[src/rtl/brqg_pkg.sv]
// Package for the Bezier surface-of-revolution quad generator.
// Holds shared types, register indexes, sizing constants and the sine/cosine table.
// Depends on nothing; every other file imports it.
`default_nettype none

package brqg_pkg;

  // Sizing constants.
  localparam int MAX_SEGMENTS     = 60;
  localparam int ANGLE_TABLE_BITS = 10;
  localparam int SEG_W            = 6;
  localparam int QTR              = 1 << (ANGLE_TABLE_BITS - 2);
  localparam int DIV_NUM_W        = 33;
  localparam int DIV_DEN_W        = 18;
  localparam int DIV_CNT_W        = $clog2(DIV_NUM_W + 1);

  localparam logic [63:0] HALF_PI_Q30 = 64'd1686629713;
  localparam logic [63:0] ONE_Q30     = 64'd1 << 30;

  // Register indexes on the configuration port.
  localparam logic [2:0] REG_CP0      = 3'd0;
  localparam logic [2:0] REG_CP1      = 3'd1;
  localparam logic [2:0] REG_CP2      = 3'd2;
  localparam logic [2:0] REG_CP3      = 3'd3;
  localparam logic [2:0] REG_SEGMENTS = 3'd4;
  localparam logic [2:0] REG_FILL     = 3'd5;

  // One classified cell waiting for the back end.
  typedef struct packed {
    logic [SEG_W-1:0] prof;
    logic [SEG_W-1:0] ang;
    logic [SEG_W-1:0] seg;
    logic             fill;
  } item_t;

  // Request and response of the shared divider.
  typedef struct packed {
    logic                 start;
    logic [DIV_NUM_W-1:0] dividend;
    logic [DIV_DEN_W-1:0] divisor;
  } div_req_t;

  typedef struct packed {
    logic                 done;
    logic [DIV_NUM_W-1:0] quotient;
  } div_rsp_t;

  // Back end sequencer states.
  typedef enum logic [3:0] {
    ST_IDLE,
    ST_WGT1,
    ST_WGT2,
    ST_MAC,
    ST_DIVGO,
    ST_DIVWAIT,
    ST_SQ,
    ST_RINIT,
    ST_ROOT,
    ST_ROUND,
    ST_ANGGO,
    ST_ANGWAIT,
    ST_VMUL,
    ST_VOUT
  } back_state_t;

  typedef logic [QTR-1:0][31:0] trig_tab_t;

  // Q2.30 product with rounding to nearest.
  function automatic logic [63:0] mulq30(input logic [63:0] a, input logic [63:0] b);
    return (a * b + 64'd536870912) >> 30;
  endfunction

  // First-quadrant sine or cosine in Q2.30 from a Taylor series of order 13/12.
  function automatic trig_tab_t build_trig(input logic want_sin);
    trig_tab_t          tab;
    logic [63:0]        x;
    logic [63:0]        x2;
    logic [63:0]        ts;
    logic [63:0]        tc;
    logic signed [63:0] s;
    logic signed [63:0] c;
    for (int r = 0; r < QTR; r++) begin
      x  = (64'(r) * HALF_PI_Q30) >> (ANGLE_TABLE_BITS - 2);
      x2 = mulq30(x, x);
      ts = x;
      s  = signed'(x);
      tc = ONE_Q30;
      c  = signed'(ONE_Q30);
      ts = mulq30(ts, x2) / 64'd6;   tc = mulq30(tc, x2) / 64'd2;
      s  = s - signed'(ts);          c  = c - signed'(tc);
      ts = mulq30(ts, x2) / 64'd20;  tc = mulq30(tc, x2) / 64'd12;
      s  = s + signed'(ts);          c  = c + signed'(tc);
      ts = mulq30(ts, x2) / 64'd42;  tc = mulq30(tc, x2) / 64'd30;
      s  = s - signed'(ts);          c  = c - signed'(tc);
      ts = mulq30(ts, x2) / 64'd72;  tc = mulq30(tc, x2) / 64'd56;
      s  = s + signed'(ts);          c  = c + signed'(tc);
      ts = mulq30(ts, x2) / 64'd110; tc = mulq30(tc, x2) / 64'd90;
      s  = s - signed'(ts);          c  = c - signed'(tc);
      ts = mulq30(ts, x2) / 64'd156; tc = mulq30(tc, x2) / 64'd132;
      s  = s + signed'(ts);          c  = c + signed'(tc);
      tab[r] = want_sin ? s[31:0] : c[31:0];
    end
    return tab;
  endfunction

  localparam trig_tab_t SIN_TAB = build_trig(1'b1);
  localparam trig_tab_t COS_TAB = build_trig(1'b0);

endpackage

`default_nettype wire

[src/rtl/brqg_div.sv]
// Shared restoring divider, one quotient bit per cycle.
// Depends on brqg_pkg for the request and response structs.
`default_nettype none

module brqg_div import brqg_pkg::*; (
  input  wire logic     clk,
  input  wire logic     rst_n,
  input  wire div_req_t req,
  output div_rsp_t      rsp
);

  logic [DIV_DEN_W-1:0] rem_r;
  logic [DIV_NUM_W-1:0] quo_r;
  logic [DIV_DEN_W-1:0] den_r;
  logic [DIV_CNT_W-1:0] cnt_r;
  logic                 run_r;
  logic                 done_r;
  logic [DIV_DEN_W:0]   trial;
  logic [DIV_DEN_W:0]   diff;
  logic                 ge;

  // One trial subtraction of the shifted remainder.
  always_comb begin
    trial = {rem_r, quo_r[DIV_NUM_W-1]};
    diff  = trial - {1'b0, den_r};
    ge    = (trial >= {1'b0, den_r});
  end

  always_ff @(posedge clk) begin
    if (!rst_n) begin
      run_r  <= 1'b0;
      done_r <= 1'b0;
      cnt_r  <= '0;
    end else begin
      done_r <= 1'b0;
      if (req.start) begin
        run_r <= 1'b1;
        cnt_r <= DIV_CNT_W'(DIV_NUM_W);
      end else if (run_r) begin
        cnt_r <= cnt_r - DIV_CNT_W'(1);
        if (cnt_r == DIV_CNT_W'(1)) begin
          run_r  <= 1'b0;
          done_r <= 1'b1;
        end
      end
    end
  end

  // Datapath of the divider.
  always_ff @(posedge clk) begin
    if (req.start) begin
      rem_r <= '0;
      quo_r <= req.dividend;
      den_r <= req.divisor;
    end else if (run_r) begin
      rem_r <= ge ? diff[DIV_DEN_W-1:0] : trial[DIV_DEN_W-1:0];
      quo_r <= {quo_r[DIV_NUM_W-2:0], ge};
    end
  end

  assign rsp.done     = done_r;
  assign rsp.quotient = quo_r;

endmodule

`default_nettype wire

[config.mk]
export PLATFORM = sky130hd
export DESIGN_NAME = brqg_div
export DESIGN_NICKNAME = d
export VERILOG_FILES = /design/src/rtl/brqg_pkg.sv /design/src/rtl/brqg_div.sv
export SDC_FILE = /design/constraint.sdc
export NUM_CORES = 1
export LEC_CHECK = 0
export BUFFER_PORTS_ARGS = -buffer_cell sky130_fd_sc_hd__buf_2
export CORE_ASPECT_RATIO = 1.1
export CORE_MARGIN = 4
export CORE_UTILIZATION = 55
export CTS_CLUSTER_DIAMETER = 200
export DETAILED_ROUTE_END_ITERATION = 8
export PLACE_DENSITY = 0.8
export SLEW_MARGIN = 20
export SYNTH_ARGS = -nofsm -noshare
export SYNTH_HDL_FRONTEND = slang
export SYNTH_SLANG_ARGS = --single-unit
export TNS_END_PERCENT = 10
[constraint.sdc]
create_clock -name clk -period 2.6 [get_ports clk]
set_input_delay 0 -clock clk [delete_from_list [all_inputs] [get_ports clk]]
set_output_delay 0 -clock clk [all_outputs]
set_load 0.01 [all_outputs]
======== Word-level counts from Yosys, hierarchy flattened ========
Cells that the tools add are included.
operators by class
  reduce and logical (&&, ||, !) cells .... 3
  magnitude comparators ................... 1
  equality and inequality tests ........... 1
  bitwise gates (word level) .............. 2
  muxes and demuxes ....................... 9
  add/sub/neg operators ................... 2
operators with widths
  kind                                                 number
  two-way mux 33 bit                                   2
  >= comparator 19 x 18 -> 1 bit                       1
  two-way mux 18 bit                                   1
  subtractor 18 bit                                    1
  two-way mux 6 bit                                    2
  equality test 6 x 1 -> 1 bit, second input constant  1
  subtractor 6 x 1 -> 6 bit, second input constant     1
  two-way mux 1 bit                                    4
  OR reduction 3 bit                                   1
  NOT 1 bit                                            2
  nonzero test 2 bit                                   1
  OR reduction 2 bit                                   1
storage, ports and cells
  output and inout bits ................... 34
  word-level logic and storage cells ...... 25
  bits in registers ....................... 77
  input bits .............................. 54

======== Depth between registers and ports, before layout ========
  depth in word-level cells ............... 4
  mapped depth ............................ 10
  mapped depth without buffers ............ 10

======== Worst setup path after synthesis ========
Ideal clock, no wire load.
  path type ............................... register to register
  start ................................... register quo_r[32]
  end ..................................... register rem_r[14]
  buffers on the path ..................... 0
  path slack .............................. 0.154 ns
  arrival ................................. 2.321 ns
  data required time ...................... 2.475 ns
  library setup time ...................... 0.125 ns
  period minus slack after synthesis ...... 2.446 ns
  cell stages (with the launch flop) ...... 11
  cell sequence ........................... edfxtp_1 -> inv_1 -> ha_1 -> inv_1 -> fa_1 -> a211oi_1 -> o21ai_0 -> a221o_1 -> o41a_1 -> o2111ai_1 -> nand3_1
on the way
  cells in the longest elaborated chain, start to end .. 2
  elaborated cells on any way between the ends .. 3
  those cells by class .................... add/sub (1); order compare (1); mux (1)
RTL lines
  element                                                                     line                            text
  start: declaration                                                          brqg_div.sv:13                  logic [DIV_NUM_W-1:0] quo_r;
  start signal: assignment                                                    brqg_div.sv:53                  quo_r <= req.dividend;
  start signal: assignment                                                    brqg_div.sv:57                  quo_r <= {quo_r[DIV_NUM_W-2:0], ge};
  subtractor 18 bit / >= comparator 19 x 18 -> 1 bit (equally long branches)  brqg_div.sv:25, brqg_div.sv:26
  two-way mux 18 bit (*)                                                      brqg_div.sv:56                  rem_r <= ge ? diff[DIV_DEN_W-1:0] : trial[DIV_DEN_W-1:0];
  end signal: assignment                                                      brqg_div.sv:56
  end: declaration                                                            brqg_div.sv:12                  logic [DIV_DEN_W-1:0] rem_r;
Mark *: on every way between the ends. The rest lies on a longest branch, timed or not.
A chain may end at the register's enable or synchronous reset.

======== Worst setup path in the final report ========
Ends and elaborated chain as after synthesis.

==> metrics.md <==
| Metric | Value |
|---|---|
| Fmax | `404 MHz` |
| Ports | `88` |
| Clock buffer count from CTS | `9` |
| Worst Setup End Kind | `flop` |
| Largest net degree at the start of global routing | `34` |
| Clk_skew | `10.4 ps` |
| # Post-CTS Setup Buffers | `0` |
| Synth cell types | `59` |
| Worst Setup SP | `quo_r[32]$_DFFE_PP_` |
| Highest Signal Layer | `met4` |
| Worst r2r src | `quo_r[32]$_DFFE_PP_` |
| GRT overflow | `0` |
| Yosys warns | `0` |
| Final ANT Viol Nets | `0` |
| Synth area leaders | `edfxtp_1, dfxtp_1, mux2_2` |
| Remaining routing DRC violations | `0` |
| Crit Path Class | `flop to flop` |
| Async set-reset flop share out of synthesis | `0` |
| Met1 WL | `4320 um` |
| Post-DP HPWL | `7180 um` |
| Syn nets | `458` |
| Root Driver | `clkbuf_8` |
| Combinational share of power | `0.174` |
| Critical Path RT | `2840 ps` |
| Maximum fanout along the worst path | `3` |
| Chip width | `91.1 um` |
| Met2 routed WL | `5910 um` |
| Number of global-route vias before repair | `3788` |
| FILL cells | `495` |
| Nets | `605` |
| Storage element area | `2050 sq um` |
| Row cnt | `33` |
| Worst reg2reg endpoint | `rem_r[14]$_SDFFE_PP0P_` |
| Mapped Area | `4180 sq um` |
| CTS tree | `built` |
| Clock tree sinks | `77` |
| Power per cell area | `555 nW/um^2` |
| FF-to-FF setup slack | `130 ps` |
| Most common cell in the netlist | `edfxtp_1` |
| Initial core utilization | `0.562` |
| Final worst path period share | `0.952` |
| Worst Hold End | `den_r[7]$_DFFE_PP_` |
| Footprint of the multi-input gates | `1940 sq um` |
| Crit path launch type | `flop` |
| Final Util | `0.741` |
| Hold crit path type | `input port to flop` |
| Routed wire per std cell | `18.2 um` |
| Crit path DAT | `2710 ps` |
| Max VDD drop | `448 uV` |
| Ratio of cells with drive above 1 in the final layout | `0.307` |
| Synthesized area per cell | `10.9 sq um` |
| Detailed Route Iter0 Violations | `261` |
| Final Max Tran Viols | `0` |
| First-pass GRT wire length | `18400 um` |
| MaxCap Viol Count | `0` |
| Final Hold Vio Count | `0` |
| Clock network power share | `0.345` |
| Gr usage total | `0.257` |
| Post-layout min period | `2470 ps` |
| Die area | `9050 sq um` |
| Via count | `3587` |
| Synth-to-layout area growth | `31.9%` |
| Final GP Congestion | `0.899` |
| Post-synth EDFFs | `51` |
| Most instantiated cells after synthesis | `edfxtp_1, mux2_2, nand2_1` |
| Worst slew pin tran | `519 ps` |
| # diodes | `0` |
| Top FF cell, synth | `edfxtp_1` |
| Internal | `0.00223 W` |
| Worst-Skew Late Latency | `350 ps` |
| Drt pass-1 iters | `4` |
| Switching share of power | `0.271` |
| Port bufs | `87` |
| Net Sw Power | `0.000827 W` |
| Syn Inst Count | `383` |
| Core Box Area | `7430 sq um` |
| RSZ-0062 raised after global routing | `false` |
| Post-route setup TNS | `0 ps` |
| Initial antenna violation count | `0` |
| CTS H-tree depth | `3` |
| CTS max path bufs | `2` |
| Die span in y | `99.4 um` |
| Met3 WL | `866 um` |
| Status | `completed` |
| Yosys top cell area share | `0.367` |
| Number of endpoints failing setup at the final stage | `0` |
| Synth area leader | `edfxtp_1` |
| Reg power frac | `0.481` |
| Routed wire length | `11300 um` |
| Seq/Total Area, Yosys | `0.491` |
| Hold Path Depth | `1` |
| Total chip power | `0.00306 W` |
| FF+latch count, synth | `77` |
| Leakage power | `2.31 nW` |
| Slew headroom | `0.654` |
| Min-delay src | `req[51]` |
| Worst-path clk slew | `90 ps` |
| Post-DR vias/cell | `5.77` |
| R2R cell count | `10` |
## flip-flops by register name, summed over array words and instances (netlist names)
name    count
cnt_r       6
den_r      18
done_r      1
quo_r      33
rem_r      18
run_r       1
## area by class of cell
type | count | share of cell area
Clock buffer | 9 | 0.0225
Tap cell | 87 | 0.0198
Inverter | 23 | 0.0157
Multi-Input combinational cell | 262 | 0.353
Timing Repair Buffer | 157 | 0.198
Sequential cell | 77 | 0.373
Clock inverter | 7 | 0.0186
## power by group through the flow
stage / logic [W] / registers, W / clock network, W
2_1_floorplan: 0.000264 / 0.00151 / 0
3_3_place_gp: 0.000441 / 0.00149 / 0
3_5_place_dp: 0.000455 / 0.00149 / 0
4_1_cts: 0.000516 / 0.00146 / 0.00106
5_1_grt: 0.000579 / 0.00148 / 0.00113
6_report: 0.000532 / 0.00147 / 0.00105
## cells by family (layout without fill, tap and decap cells)
| kind of cell | Yosys count | count (layout) | share of synthesized area |
|---|---|---|---|
| and+or+nand+nor | 104 | 104 | 0.121 |
| AOI/OAI and AO/OA | 84 | 84 | 0.146 |
| DFF | 77 | 77 | 0.491 |
| buffers and inverters | 44 | 196 | 0.0455 |
| muxes | 34 | 34 | 0.0914 |
| adders and majority gates | 21 | 21 | 0.0647 |
| xor gates and xnor gates | 19 | 19 | 0.0398 |
## critical path, cell delays in order (launching register included)
cell and delay (ps):
edfxtp_1 430, inv_1 80, ha_1 150, inv_1 50, fa_1 430, a211oi_2 270, o21ai_2 100, a221o_1 330
o41a_1 320, o2111ai_1 100, nand3_1 100
## worst max path at each step
stage                                        end  slack, ps
after global placement    rem_r[14]$_SDFFE_PP0P_        160
after floorplan           rem_r[14]$_SDFFE_PP0P_        150
final                     rem_r[14]$_SDFFE_PP0P_        130
after detailed placement  rem_r[14]$_SDFFE_PP0P_         70
after global routing      rem_r[14]$_SDFFE_PP0P_        0.9
after CTS                 rem_r[14]$_SDFFE_PP0P_         50
## cells in the final DEF, fill, tap and decap left out, drive strengths merged, types with 16 or more instances in the layout
master       instances
dfxtp               26
o21ai               16
buf                105
inv                 27
ha                  20
nor2                23
mux2                33
edfxtp              51
a21oi               16
dlygate4sd3         52
nand2               30
## metrics by stage
stage          setup WS (ps)  instances  hold WS [ps]  area [sq um]
2_1_floorplan            154        383          98.9          4180
3_3_place_gp             162        554           176          4750
3_5_place_dp            70.1        554           178          4750
4_1_cts                 54.9        622           151          5500
5_1_grt                0.944        622           160          5510
6_report                 125        622           150          5510
## timing repair
action | in CTS | in global routing
hold endpoints to repair | 54 | 0
setup endpoints to repair | 0 | 2
hold buffers | 52 | 0
gates resized for setup | 0 | 3
## routing by layer
metal / GRT usage / vias to the layer above
met5: 0 / -
met4: 0.0951 / 0
met3: 0.0681 / 19
met2: 0.456 / 150
met1: 0.300 / 1690
li1: - / 1728
Power figures use the tool's default switching activity.
