## src/rtl/brqg_pkg.sv

```systemverilog
// Package for the Bezier surface-of-revolution quad generator.
// Holds shared types, register indexes, sizing constants and the sine/cosine table.
// Depends on nothing; every other file imports it.
`default_nettype none

package brqg_pkg;

  // Sizing constants.
  localparam int MAX_SEGMENTS     = 60;
  localparam int ANGLE_TABLE_BITS = 10;
  localparam int SEG_W            = 6;
  localparam int QTR              = 1 << (ANGLE_TABLE_BITS - 2);
  localparam int DIV_NUM_W        = 33;
  localparam int DIV_DEN_W        = 18;
  localparam int DIV_CNT_W        = $clog2(DIV_NUM_W + 1);

  localparam logic [63:0] HALF_PI_Q30 = 64'd1686629713;
  localparam logic [63:0] ONE_Q30     = 64'd1 << 30;

  // Register indexes on the configuration port.
  localparam logic [2:0] REG_CP0      = 3'd0;
  localparam logic [2:0] REG_CP1      = 3'd1;
  localparam logic [2:0] REG_CP2      = 3'd2;
  localparam logic [2:0] REG_CP3      = 3'd3;
  localparam logic [2:0] REG_SEGMENTS = 3'd4;
  localparam logic [2:0] REG_FILL     = 3'd5;

  // One classified cell waiting for the back end.
  typedef struct packed {
    logic [SEG_W-1:0] prof;
    logic [SEG_W-1:0] ang;
    logic [SEG_W-1:0] seg;
    logic             fill;
  } item_t;

  // Request and response of the shared divider.
  typedef struct packed {
    logic                 start;
    logic [DIV_NUM_W-1:0] dividend;
    logic [DIV_DEN_W-1:0] divisor;
  } div_req_t;

  typedef struct packed {
    logic                 done;
    logic [DIV_NUM_W-1:0] quotient;
  } div_rsp_t;

  // Back end sequencer states.
  typedef enum logic [3:0] {
    ST_IDLE,
    ST_WGT1,
    ST_WGT2,
    ST_MAC,
    ST_DIVGO,
    ST_DIVWAIT,
    ST_SQ,
    ST_RINIT,
    ST_ROOT,
    ST_ROUND,
    ST_ANGGO,
    ST_ANGWAIT,
    ST_VMUL,
    ST_VOUT
  } back_state_t;

  typedef logic [QTR-1:0][31:0] trig_tab_t;

  // Q2.30 product with rounding to nearest.
  function automatic logic [63:0] mulq30(input logic [63:0] a, input logic [63:0] b);
    return (a * b + 64'd536870912) >> 30;
  endfunction

  // First-quadrant sine or cosine in Q2.30 from a Taylor series of order 13/12.
  function automatic trig_tab_t build_trig(input logic want_sin);
    trig_tab_t          tab;
    logic [63:0]        x;
    logic [63:0]        x2;
    logic [63:0]        ts;
    logic [63:0]        tc;
    logic signed [63:0] s;
    logic signed [63:0] c;
    for (int r = 0; r < QTR; r++) begin
      x  = (64'(r) * HALF_PI_Q30) >> (ANGLE_TABLE_BITS - 2);
      x2 = mulq30(x, x);
      ts = x;
      s  = signed'(x);
      tc = ONE_Q30;
      c  = signed'(ONE_Q30);
      ts = mulq30(ts, x2) / 64'd6;   tc = mulq30(tc, x2) / 64'd2;
      s  = s - signed'(ts);          c  = c - signed'(tc);
      ts = mulq30(ts, x2) / 64'd20;  tc = mulq30(tc, x2) / 64'd12;
      s  = s + signed'(ts);          c  = c + signed'(tc);
      ts = mulq30(ts, x2) / 64'd42;  tc = mulq30(tc, x2) / 64'd30;
      s  = s - signed'(ts);          c  = c - signed'(tc);
      ts = mulq30(ts, x2) / 64'd72;  tc = mulq30(tc, x2) / 64'd56;
      s  = s + signed'(ts);          c  = c + signed'(tc);
      ts = mulq30(ts, x2) / 64'd110; tc = mulq30(tc, x2) / 64'd90;
      s  = s - signed'(ts);          c  = c - signed'(tc);
      ts = mulq30(ts, x2) / 64'd156; tc = mulq30(tc, x2) / 64'd132;
      s  = s + signed'(ts);          c  = c + signed'(tc);
      tab[r] = want_sin ? s[31:0] : c[31:0];
    end
    return tab;
  endfunction

  localparam trig_tab_t SIN_TAB = build_trig(1'b1);
  localparam trig_tab_t COS_TAB = build_trig(1'b0);

endpackage

`default_nettype wire

```

## src/rtl/brqg_front.sv

```systemverilog
// Front end: accepts cell commands, drops out-of-range cells, queues the rest.
// Depends on brqg_pkg for the item type and segment limit.
`default_nettype none

module brqg_front import brqg_pkg::*; (
  input  wire logic             clk,
  input  wire logic             rst_n,
  input  wire logic             start,
  output logic                  busy,
  input  wire logic [SEG_W-1:0] profile_step,
  input  wire logic [SEG_W-1:0] angle_step,
  input  wire logic [SEG_W-1:0] segments,
  input  wire logic             fill_mode,
  input  wire logic             pop,
  output logic                  head_valid,
  output item_t                 head
);

  item_t            q_r [2];
  logic             wr_ptr_r;
  logic             rd_ptr_r;
  logic [1:0]       cnt_r;
  logic [SEG_W-1:0] seg_eff;
  logic             in_range;
  logic             push;
  logic             do_pop;

  // Clamp the grid size and check that the cell lies on the grid.
  always_comb begin
    seg_eff  = (segments > SEG_W'(MAX_SEGMENTS)) ? SEG_W'(MAX_SEGMENTS) : segments;
    in_range = (profile_step < seg_eff) && (angle_step < seg_eff);
  end

  assign busy       = (cnt_r == 2'd2);
  assign push       = start && !busy && in_range;
  assign head_valid = (cnt_r != 2'd0);
  assign do_pop     = pop && head_valid;
  assign head       = q_r[rd_ptr_r];

  // Two-entry queue toward the back end.
  always_ff @(posedge clk) begin
    if (!rst_n) begin
      wr_ptr_r <= 1'b0;
      rd_ptr_r <= 1'b0;
      cnt_r    <= 2'd0;
    end else begin
      if (push) begin
        wr_ptr_r <= ~wr_ptr_r;
      end
      if (do_pop) begin
        rd_ptr_r <= ~rd_ptr_r;
      end
      cnt_r <= cnt_r + 2'(push) - 2'(do_pop);
    end
  end

  always_ff @(posedge clk) begin
    if (push) begin
      q_r[wr_ptr_r] <= '{prof: profile_step, ang: angle_step, seg: seg_eff, fill: fill_mode};
    end
  end

endmodule

`default_nettype wire

```

## config.mk

```make
export PLATFORM = sky130hd
export DESIGN_NAME = brqg_front
export DESIGN_NICKNAME = d
export VERILOG_FILES = /design/src/rtl/brqg_pkg.sv /design/src/rtl/brqg_front.sv
export SDC_FILE = /design/constraint.sdc
export NUM_CORES = 1
export LEC_CHECK = 0
export ABC_CLOCK_PERIOD_IN_PS = 6250
export BUFFER_PORTS_ARGS = -buffer_cell sky130_fd_sc_hd__buf_4
export CORE_ASPECT_RATIO = 0.5
export CORE_MARGIN = 3
export CORE_UTILIZATION = 40
export CTS_CLUSTER_DIAMETER = 80
export DETAILED_ROUTE_END_ITERATION = 16
export HOLD_SLACK_MARGIN = 0.03
export PLACE_DENSITY = 0.68
export SLEW_MARGIN = 10
export SYNTH_ARGS = -nofsm -noshare
export SYNTH_HDL_FRONTEND = slang
export SYNTH_SLANG_ARGS = --single-unit
```

## constraint.sdc

```tcl
create_clock -name clk -period 6.25 [get_ports clk]
set_input_delay 1.25 -clock clk [delete_from_list [all_inputs] [get_ports clk]]
set_output_delay 1.25 -clock clk [all_outputs]
set_load 0.05 [all_outputs]
```

Yosys cells after proc, flatten, opt, wreduce, memory -nomap -nowiden
Memory sizes are Yosys's and may differ from the RTL's. A register that Yosys moved wholly into a read port is not among the register bits.
Cells that the tools add are included.
W data, S select, Z words.
{"block": "classes", "magnitude_cmp": 3, "bitwise": 2, "n_eq_ne": 1, "reduce_logical": 6, "n_mux": 5, "add_sub_neg": 2}
{"cell": "$lt A6 B6 Y1", "count": 2}
{"cell": "$gt A6 B6 Y1 const B", "count": 1}
{"cell": "$mux W6", "count": 1}
{"cell": "$logic_and A1 B1 Y1", "count": 4}
{"cell": "$mux W1", "count": 4}
{"cell": "$add A2 B1 Y2", "count": 1}
{"cell": "$eq A2 B2 Y1 const B", "count": 1}
{"cell": "$not A1 Y1", "count": 2}
{"cell": "$reduce_bool A2 Y1", "count": 1}
{"cell": "$sub A2 B1 Y2", "count": 1}
{"cell": "$logic_not A1 Y1", "count": 1}
{"block": "word_totals", "mem_bits_rw": 38, "mem_count": 1, "ff_bits": 4, "out_inout_bits": 21}
{"memory": "q_r", "words": 2, "word_bits": 19, "rd": 1, "rd_clocked_by_memory_dff": 1, "write_ports": 1, "line_no": "brqg_front.sv:19", "text": "item_t q_r [2];"}

Longest topological paths before layout
Gate-level depths: netlist (run 1).
{"block": "logic_depth", "word_depth": 7, "depth_mapped": 13, "mapped_depth_nobuf": 13}

Least setup slack after synthesis (run 1)
No wires, ideal clock.
{"block": "synth_timing", "path_kind": "input-to-reg", "startpoint": "input port segments[5]", "endpoint": "memory q_r[0][0] (netlist name), enable pin", "stages": 7, "required_time_ns": 5.855, "slack_ns": 2.814, "path_buffers": 0, "arrival_ns": 3.041, "setup_ns": 0.395, "path_cell_list": "inv_1 -> ha_1 -> a22oi_1 -> nor2_1 -> and4b_1 -> nand4_2 -> nor2_1"}
{"block": "synth_via", "elab_chain_len": 7, "word_cells_on_any_way": 8, "classes_between": "3 x order compare; 3 x mux; 2 x reduce/logical"}
{"item": "from (decl)", "line_no": "brqg_front.sv:12", "text": "input wire logic [SEG_W-1:0] segments,"}
{"item": "$gt A6 B6 Y1", "line_no": "brqg_front.sv:30", "text": "seg_eff = (segments > SEG_W'(MAX_SEGMENTS)) ? SEG_W'(MAX_SEGMENTS) : segments;"}
{"item": "$mux W6 (*)", "line_no": "brqg_front.sv:30"}
{"item": "$lt A6 B6 Y1", "line_no": "brqg_front.sv:31", "text": "in_range = (profile_step < seg_eff) && (angle_step < seg_eff);"}
{"item": "$logic_and A1 B1 Y1 (*)", "line_no": "brqg_front.sv:31"}
{"item": "$logic_and A1 B1 Y1 (*)", "line_no": "brqg_front.sv:35", "text": "assign push = start && !busy && in_range;"}
{"item": "$mux W1 (*)", "line_no": "brqg_front.sv:58", "text": "if (push) begin"}
{"item": "$mux W1 (implied by the code) (*)", "line_no": "brqg_front.sv:59", "text": "q_r[wr_ptr_r] <= '{prof: profile_step, ang: angle_step, seg: seg_eff, fill: fill_mode};"}
{"item": "to (decl)", "line_no": "brqg_front.sv:19"}
Mark *: on every way between the ends. The rest lies on a longest branch, timed or not.

Worst setup path in the final report (run 1)
{"block": "layout_timing", "startpoint": "input port segments[5]", "endpoint": "register cnt_r[1]"}
{"block": "layout_via", "elab_chain_len": 7, "word_cells_on_any_way": 8, "classes_between": "2 x add/sub; 3 x order compare; 1 x mux; 2 x reduce/logical"}
{"item": "$gt A6 B6 Y1", "line_no": "brqg_front.sv:30"}
{"item": "$mux W6 (*)", "line_no": "brqg_front.sv:30"}
{"item": "$lt A6 B6 Y1", "line_no": "brqg_front.sv:31"}
{"item": "$logic_and A1 B1 Y1 (*)", "line_no": "brqg_front.sv:31"}
{"item": "$logic_and A1 B1 Y1 (*)", "line_no": "brqg_front.sv:35"}
{"item": "$add A2 B1 Y2 (*)", "line_no": "brqg_front.sv:53", "text": "cnt_r <= cnt_r + 2'(push) - 2'(do_pop);"}
{"item": "$sub A2 B1 Y2 (*)", "line_no": "brqg_front.sv:53"}
{"item": "to (signal assigned)", "line_no": "brqg_front.sv:53"}
{"item": "to (decl)", "line_no": "brqg_front.sv:22", "text": "logic [1:0] cnt_r;"}
Marked as above.
A chain may end at the register's enable or synchronous reset.

==> results of run 1 <==
[how the worst max path moves through the flow]
| stage | cells past startpoint | slack, ns | endpoint |
|---|---|---|---|
| detailed placement | 13 | 2.79 | cnt_r[1]$_SDFF_PN0_ |
| global route | 13 | 2.93 | cnt_r[1]$_SDFF_PN0_ |
| CTS | 13 | 3.09 | cnt_r[1]$_SDFF_PN0_ |
| floorplan | 7 | 2.81 | q_r[0][0]$_DFFE_PP_ |
| global placement | 13 | 2.83 | cnt_r[1]$_SDFF_PN0_ |
| finish | 13 | 3.11 | cnt_r[1]$_SDFF_PN0_ |
[stage by stage]
step	cells	total power, mW	area (sq um)	setup slack [ns]
after global routing	222	0.919	2350	2.93
final	222	0.878	2350	3.11
after floorplan	121	0.616	1880	2.81
after CTS	222	0.888	2350	3.09
after detailed placement	214	0.712	2260	2.79
after global placement	214	0.710	2260	2.83
[power breakdown]
part	switching (mW)	total (mW)	internal (mW)
sequential	0.0276	0.369	0.341
combinational	0.207	0.334	0.127
clock	0.0865	0.176	0.0891
total	0.321	0.878	0.557
[critical path: cells and delay by family]
family	cells	cell delay, ns
xor gates and xnor gates	2	0.25
AOI/OAI and AO/OA	1	0.19
adders and majority gates	3	0.81
and+or+nand+nor	4	0.62
buffers and inverters	3	0.20
[placed cells by master (no fill, tap or decap), drive strengths merged]
master   synthesis  routed
nand4            2       2
ha              10      10
dfxtp            5       5
edfxtp          38      38
a211o            1       1
nor2             5       5
and2             4       4
and3             1       1
a22oi            1       1
inv              7       7
a21oi            1       1
buf              2      45
nand3            2       2
mux2i            1       1
nor2b            3       3
o211ai           1       1
nor3             1       1
nand2            4       4
mux2            19      19
clkbuf           3       7
xnor2            5       5
o2111ai          1       1
or2              1       1
a2bb2oi          1       1
and4b            1       1
clkinv           0       1
[cells by family (layout without fill, tap and decap cells)]
family                     after synthesis  in the layout  share of synthesized area (%)
DFF                                     43             43                           66.0
buffers and inverters                   13             60                           2.99
xor gates and xnor gates                 5              5                           2.33
and+or+nand+nor                         24             24                           7.38
AOI/OAI and AO/OA                        6              6                           2.79
muxes                                   20             20                           11.9
adders and majority gates               10             10                           6.65
[registers in the layout, summed over array words and instances, names as in the netlist, named ones only]
signal    flops
q_r          38
wr_ptr_r      1
rd_ptr_r      1
cnt_r         2
[metal layers]
metal / routed length [microns] / track usage (%)
met4: 0 / 3.87
met1: 1630 / 17.0
met2: 1630 / 23.6
met3: 147 / 4.33
met5: 0 / 0
[final cells by class]
type                    count  area [sq um]  share of cell area [%]
well taps                  54          67.6                    2.88
clock inverters             1          5.00                   0.213
inverters                   7          26.3                    1.12
multi-input cells          65           584                    24.9
clock buffers               7          86.3                    3.68
repair buffers             45           338                    14.4
flip-flops and latches     43          1240                    52.9
==> flow_summary.json, run 1 <==
{
  "yosysMostFrequentCell": "edfxtp_1",
  "start_util_pct": 44.8,
  "synthTopCellsByArea": "edfxtp_1 (61%), mux2_2 (11%), ha_1 (6.6%)",
  "cp_cell_sequence": "buf_4 > inv_1 > ha_1 > a22oi_1 > nor2_1 > and4b_1 > nand4_2 > ha_1 > inv_1 > ha_1 > xnor2_1 > xnor2_1 > and2_1",
  "cts_hold_buf": 0,
  "core_area_sq_mm": 0.00420,
  "wire_per_inst_microns": 15.4,
  "grt.total_usage_pct": 13.7,
  "powerDensity_mw_per_mm2": 374,
  "reg2reg_slack_ns": 4.22,
  "postSynthNetCount": 154,
  "cp-startpoint": "segments[5]",
  "setup.worst_path.start_class": "input port",
  "grt_start_max_net_pins": 20,
  "antenna_cells": 0,
  "cpMaxStageDelayCell": "ha_1",
  "routed_wl_microns": 3410,
  "synth-main-ff-cell": "edfxtp_1",
  "pin_count": 44,
  "hp-start": "wr_ptr_r$_SDFFE_PN0N_",
  "vias": 1088,
  "cp_max_fo": 4,
  "dieArea_sq_mm": 0.00561,
  "async_flop_share_pct": 0,
  "yosys_register_bits": 43,
  "ant_nets": 0,
  "fill_cells": 356,
  "power_leakage_nw": 0.925,
  "gp_congestion": 0.728,
  "h-tree-depth": 2,
  "setup_viol": 0,
  "dr.pass1.iters": 4,
  "grt_pass1_vias": 1167,
  "clockBufferDepth": 2,
  "reg2reg_depth": 10,
  "netlist_area_sq_mm": 0.00188,
  "cts.repair.resized": 0,
  "worst_path_most_repeated_cell": "ha_1",
  "post_cts.repair.setup_buffers": 0,
  "seq_area_frac_synth_pct": 66.0,
  "fin_crit_sh_pct": 50.2,
  "drtIter0Drc": 17,
  "reg2reg_from": "cnt_r[1]$_SDFF_PN0_",
  "arrival_ns": 3.32,
  "synth_cells": 121,
  "yosys_warnings": 0,
  "synth.avg_cell_area_sq_um": 15.6,
  "worst_pin_slew_ns": 0.899,
  "antenna_found_initial": 0,
  "drv_cap": 0,
  "max-slew-margin-rel_pct": 40.0,
  "numPortBuffers": 43,
  "hold_violations": 0,
  "hp-class": "reg2reg",
  "cts-root-buf": "clkbuf_8",
  "utilization_pct": 55.9,
  "end_kind": "flip-flop",
  "slew_viol_final": 0,
  "cts_sinks": 43,
  "path_clk_slew_ns": 0.08,
  "die_w_microns": 103,
  "synth_edf_count": 38,
  "area_growth_pct": 24.8,
  "grt_pass1_wl_microns": 5660,
  "post_drt_via_cell_ratio": 4.90,
  "ir_worst_vdd_mv": 0.166,
  "min_path_cells": 2,
  "r2r_end": "cnt_r[1]$_SDFF_PN0_",
  "period_minus_slack_ns": 3.14,
  "min_to": "wr_ptr_r$_SDFFE_PN0N_",
  "fmax_mhz": 319,
  "fin_setup_tns_ns": 0,
  "ys_types": 27,
  "drive_above_1_share_pct": 44.6,
  "cpPeakStageDelay_ns": 0.33,
  "hpwl_microns": 2430,
  "critical_path_class": "in2reg",
  "cp_data_required_time_ns": 6.43,
  "cts_tree": "built",
  "die_height_microns": 54.5,
  "remaining_drc_errors": 0,
  "cts_inserted_buffers": 5,
  "synth_top_cell_area_share_pct": 60.6,
  "synth_top_area_cell": "edfxtp_1",
  "grt-ovfl-total": 0,
  "fp-row-count": 16,
  "synthTopCellsByCount": "edfxtp_1 (38), mux2_2 (19), ha_1 (10), inv_1 (7)",
  "rsz0062_at_grt": "no",
  "insertion_delay_ns": 0.28,
  "fin_nets": 200,
  "status": "finished clean",
  "whs_ns": 0.485,
  "fin_worst_skew_ns": 0.00627
}
(Power assumes the default switching activity.)
==> run 2: changes to the inputs <==
- ABC_CLOCK_PERIOD_IN_PS: 6250 -> 2600
- PLACE_DENSITY: 0.68 -> 0.71
- clock period: 6.25 -> 2.6 ns (I/O delays scaled with it)
==> run 2 against run 1 <==
Utilization is 1.5 points higher. Clock skew hardly changed. Register-to-register slack worse by 3.6 ns. Non-clock buffer count is 9 higher. Highest routed layer is now met4. Global-route usage is 0.38 points lower. Sequential share of layout area is 1.4 points lower. Clock power is 130% higher.
==> flow_summary.json, run 2 (synthesis results as in run 1) <==
{
  "status": "finished clean",
  "cp_data_required_time_ns": 2.79,
  "reg2reg_depth": 10,
  "cts_tree": "built",
  "start_util_pct": 44.8,
  "fill_cells": 346,
  "routed_wl_microns": 3270,
  "reg2reg_from": "cnt_r[1]$_SDFF_PN0_",
  "cp_top_family": "adder cells",
  "regArea_sq_mm": 0.00124,
  "fin_nets": 209,
  "antenna_cells": 0,
  "grt.total_usage_pct": 13.3,
  "grt-ovfl-total": 0,
  "largestRegisters": "q_r: 38 flops, cnt_r: 2 flops",
  "period_minus_slack_ns": 2.33,
  "drtIter0Drc": 33,
  "clockBufferDepth": 2,
  "fin_worst_skew_ns": 0.00644,
  "max-slew-margin-rel_pct": 81.9,
  "hpwl_microns": 2440,
  "end_kind": "flip-flop",
  "utilization_pct": 57.4,
  "drive_above_1_share_pct": 48.0,
  "hp-class": "in2reg",
  "h-tree-depth": 2,
  "powerDensity_mw_per_mm2": 878,
  "post_drt_via_cell_ratio": 4.69,
  "rsz0062_at_grt": "no",
  "post_cts.repair.setup_buffers": 0,
  "cpMaxStageDelayCell": "ha_1",
  "cts_sinks": 43,
  "grt_start_max_net_pins": 20,
  "dpl_cell_area_sq_mm": 0.00232,
  "worst_path_most_repeated_cell": "ha_1",
  "die_height_microns": 54.5,
  "cp_max_fo": 4,
  "drv_cap": 0,
  "grt_pass1_wl_microns": 5420,
  "ir_worst_vdd_mv": 0.508,
  "antenna_found_initial": 0,
  "setup.worst_path.start_class": "input port",
  "arrival_ns": 2.51,
  "grt_pass1_vias": 1118,
  "core_area_sq_mm": 0.00420,
  "vias": 1083,
  "dr.pass1.iters": 4,
  "setup_viol": 0,
  "cts.repair.resized": 0,
  "wire_per_inst_microns": 14.2,
  "fmax_mhz": 430,
  "gp_congestion": 0.776,
  "area_growth_pct": 28.3,
  "slew_viol_final": 0,
  "cp_cell_sequence": "buf_4 > inv_1 > ha_1 > a22oi_1 > nor2_1 > and4b_1 > nand4_2 > ha_1 > inv_1 > ha_1 > xnor2_1 > xnor2_1 > and2_1",
  "r2r_end": "cnt_r[1]$_SDFF_PN0_",
  "cts_inserted_buffers": 5,
  "worst_pin_slew_ns": 0.272,
  "path_buf_inv": 3,
  "cpPeakStageDelay_ns": 0.30,
  "die_w_microns": 103,
  "reg2reg_slack_ns": 0.61,
  "fin_total_pwr_mw": 2.12,
  "path_clk_slew_ns": 0.09,
  "pin_count": 44,
  "critical_path_class": "in2reg",
  "hp-start": "fill_mode",
  "fin_crit_sh_pct": 89.5,
  "final_common_cell": "buf_4",
  "numPortBuffers": 43,
  "ant_nets": 0,
  "power_leakage_nw": 0.961,
  "multi_input_area_sq_um": 584,
  "cts_hold_buf": 0,
  "final_area_sq_mm": 0.00241,
  "min_path_cells": 1,
  "insertion_delay_ns": 0.29,
  "dieArea_sq_mm": 0.00561,
  "remaining_drc_errors": 0,
  "cts-root-buf": "clkbuf_8",
  "fp-row-count": 16,
  "min_to": "q_r[0][0]$_DFFE_PP_",
  "hold_violations": 0,
  "regMostFlops": "q_r",
  "layout.cells.most_common_list": "buf_4 (54), edfxtp_1 (38), mux2_2 (19), ha_1 (10), inv_1 (7)",
  "largest_reg_flops": 38,
  "whs_ns": 0.407
}
[run 2: through the flow]
stage                     cells  setup WS [ns]  setup TNS [ns]
after floorplan             121         -0.106           -4.02
after global placement      223         0.0108               0
after detailed placement    223        -0.0463         -0.0463
after CTS                   231          0.264               0
after global routing        231         0.0556               0
final                       231          0.272               0
[run 2: layer usage]
layer | vias to the layer above | GRT usage [%] | wire, microns
met2 | 25 | 20.8 | 1450
met1 | 501 | 17.8 | 1610
li1 | 553 | - | -
met5 | - | 0 | 0
met3 | 4 | 4.33 | 175
met4 | 0 | 4.52 | 38
[run 2: worst max path at each step]
stage | startpoint | to | slack (ns) | depth (start not counted)
2_1_floorplan | segments[5] | q_r[0][0]$_DFFE_PP_ | -0.11 | 7
4_1_cts | segments[5] | cnt_r[1]$_SDFF_PN0_ | 0.26 | 13
6_report | segments[5] | cnt_r[1]$_SDFF_PN0_ | 0.27 | 13
3_5_place_dp | segments[5] | cnt_r[1]$_SDFF_PN0_ | -0.05 | 13
5_1_grt | segments[5] | cnt_r[1]$_SDFF_PN0_ | 0.06 | 13
3_3_place_gp | segments[5] | cnt_r[1]$_SDFF_PN0_ | 0.01 | 13
[run 2: report_power, final]
group          internal [mW]  switching (mW)
Clock                  0.187           0.225
Combinational          0.321           0.546
Sequential             0.820          0.0184
Total                   1.33           0.790
[run 2: layout make-up]
| cell class | instances | area share, % |
|---|---|---|
| multi-input combinational | 65 | 24.2 |
| timing repair buffer | 54 | 16.8 |
| tap | 54 | 2.80 |
| clock inverter | 3 | 0.829 |
| clock buffer | 5 | 2.85 |
| inverter | 7 | 1.09 |
| sequential | 43 | 51.4 |
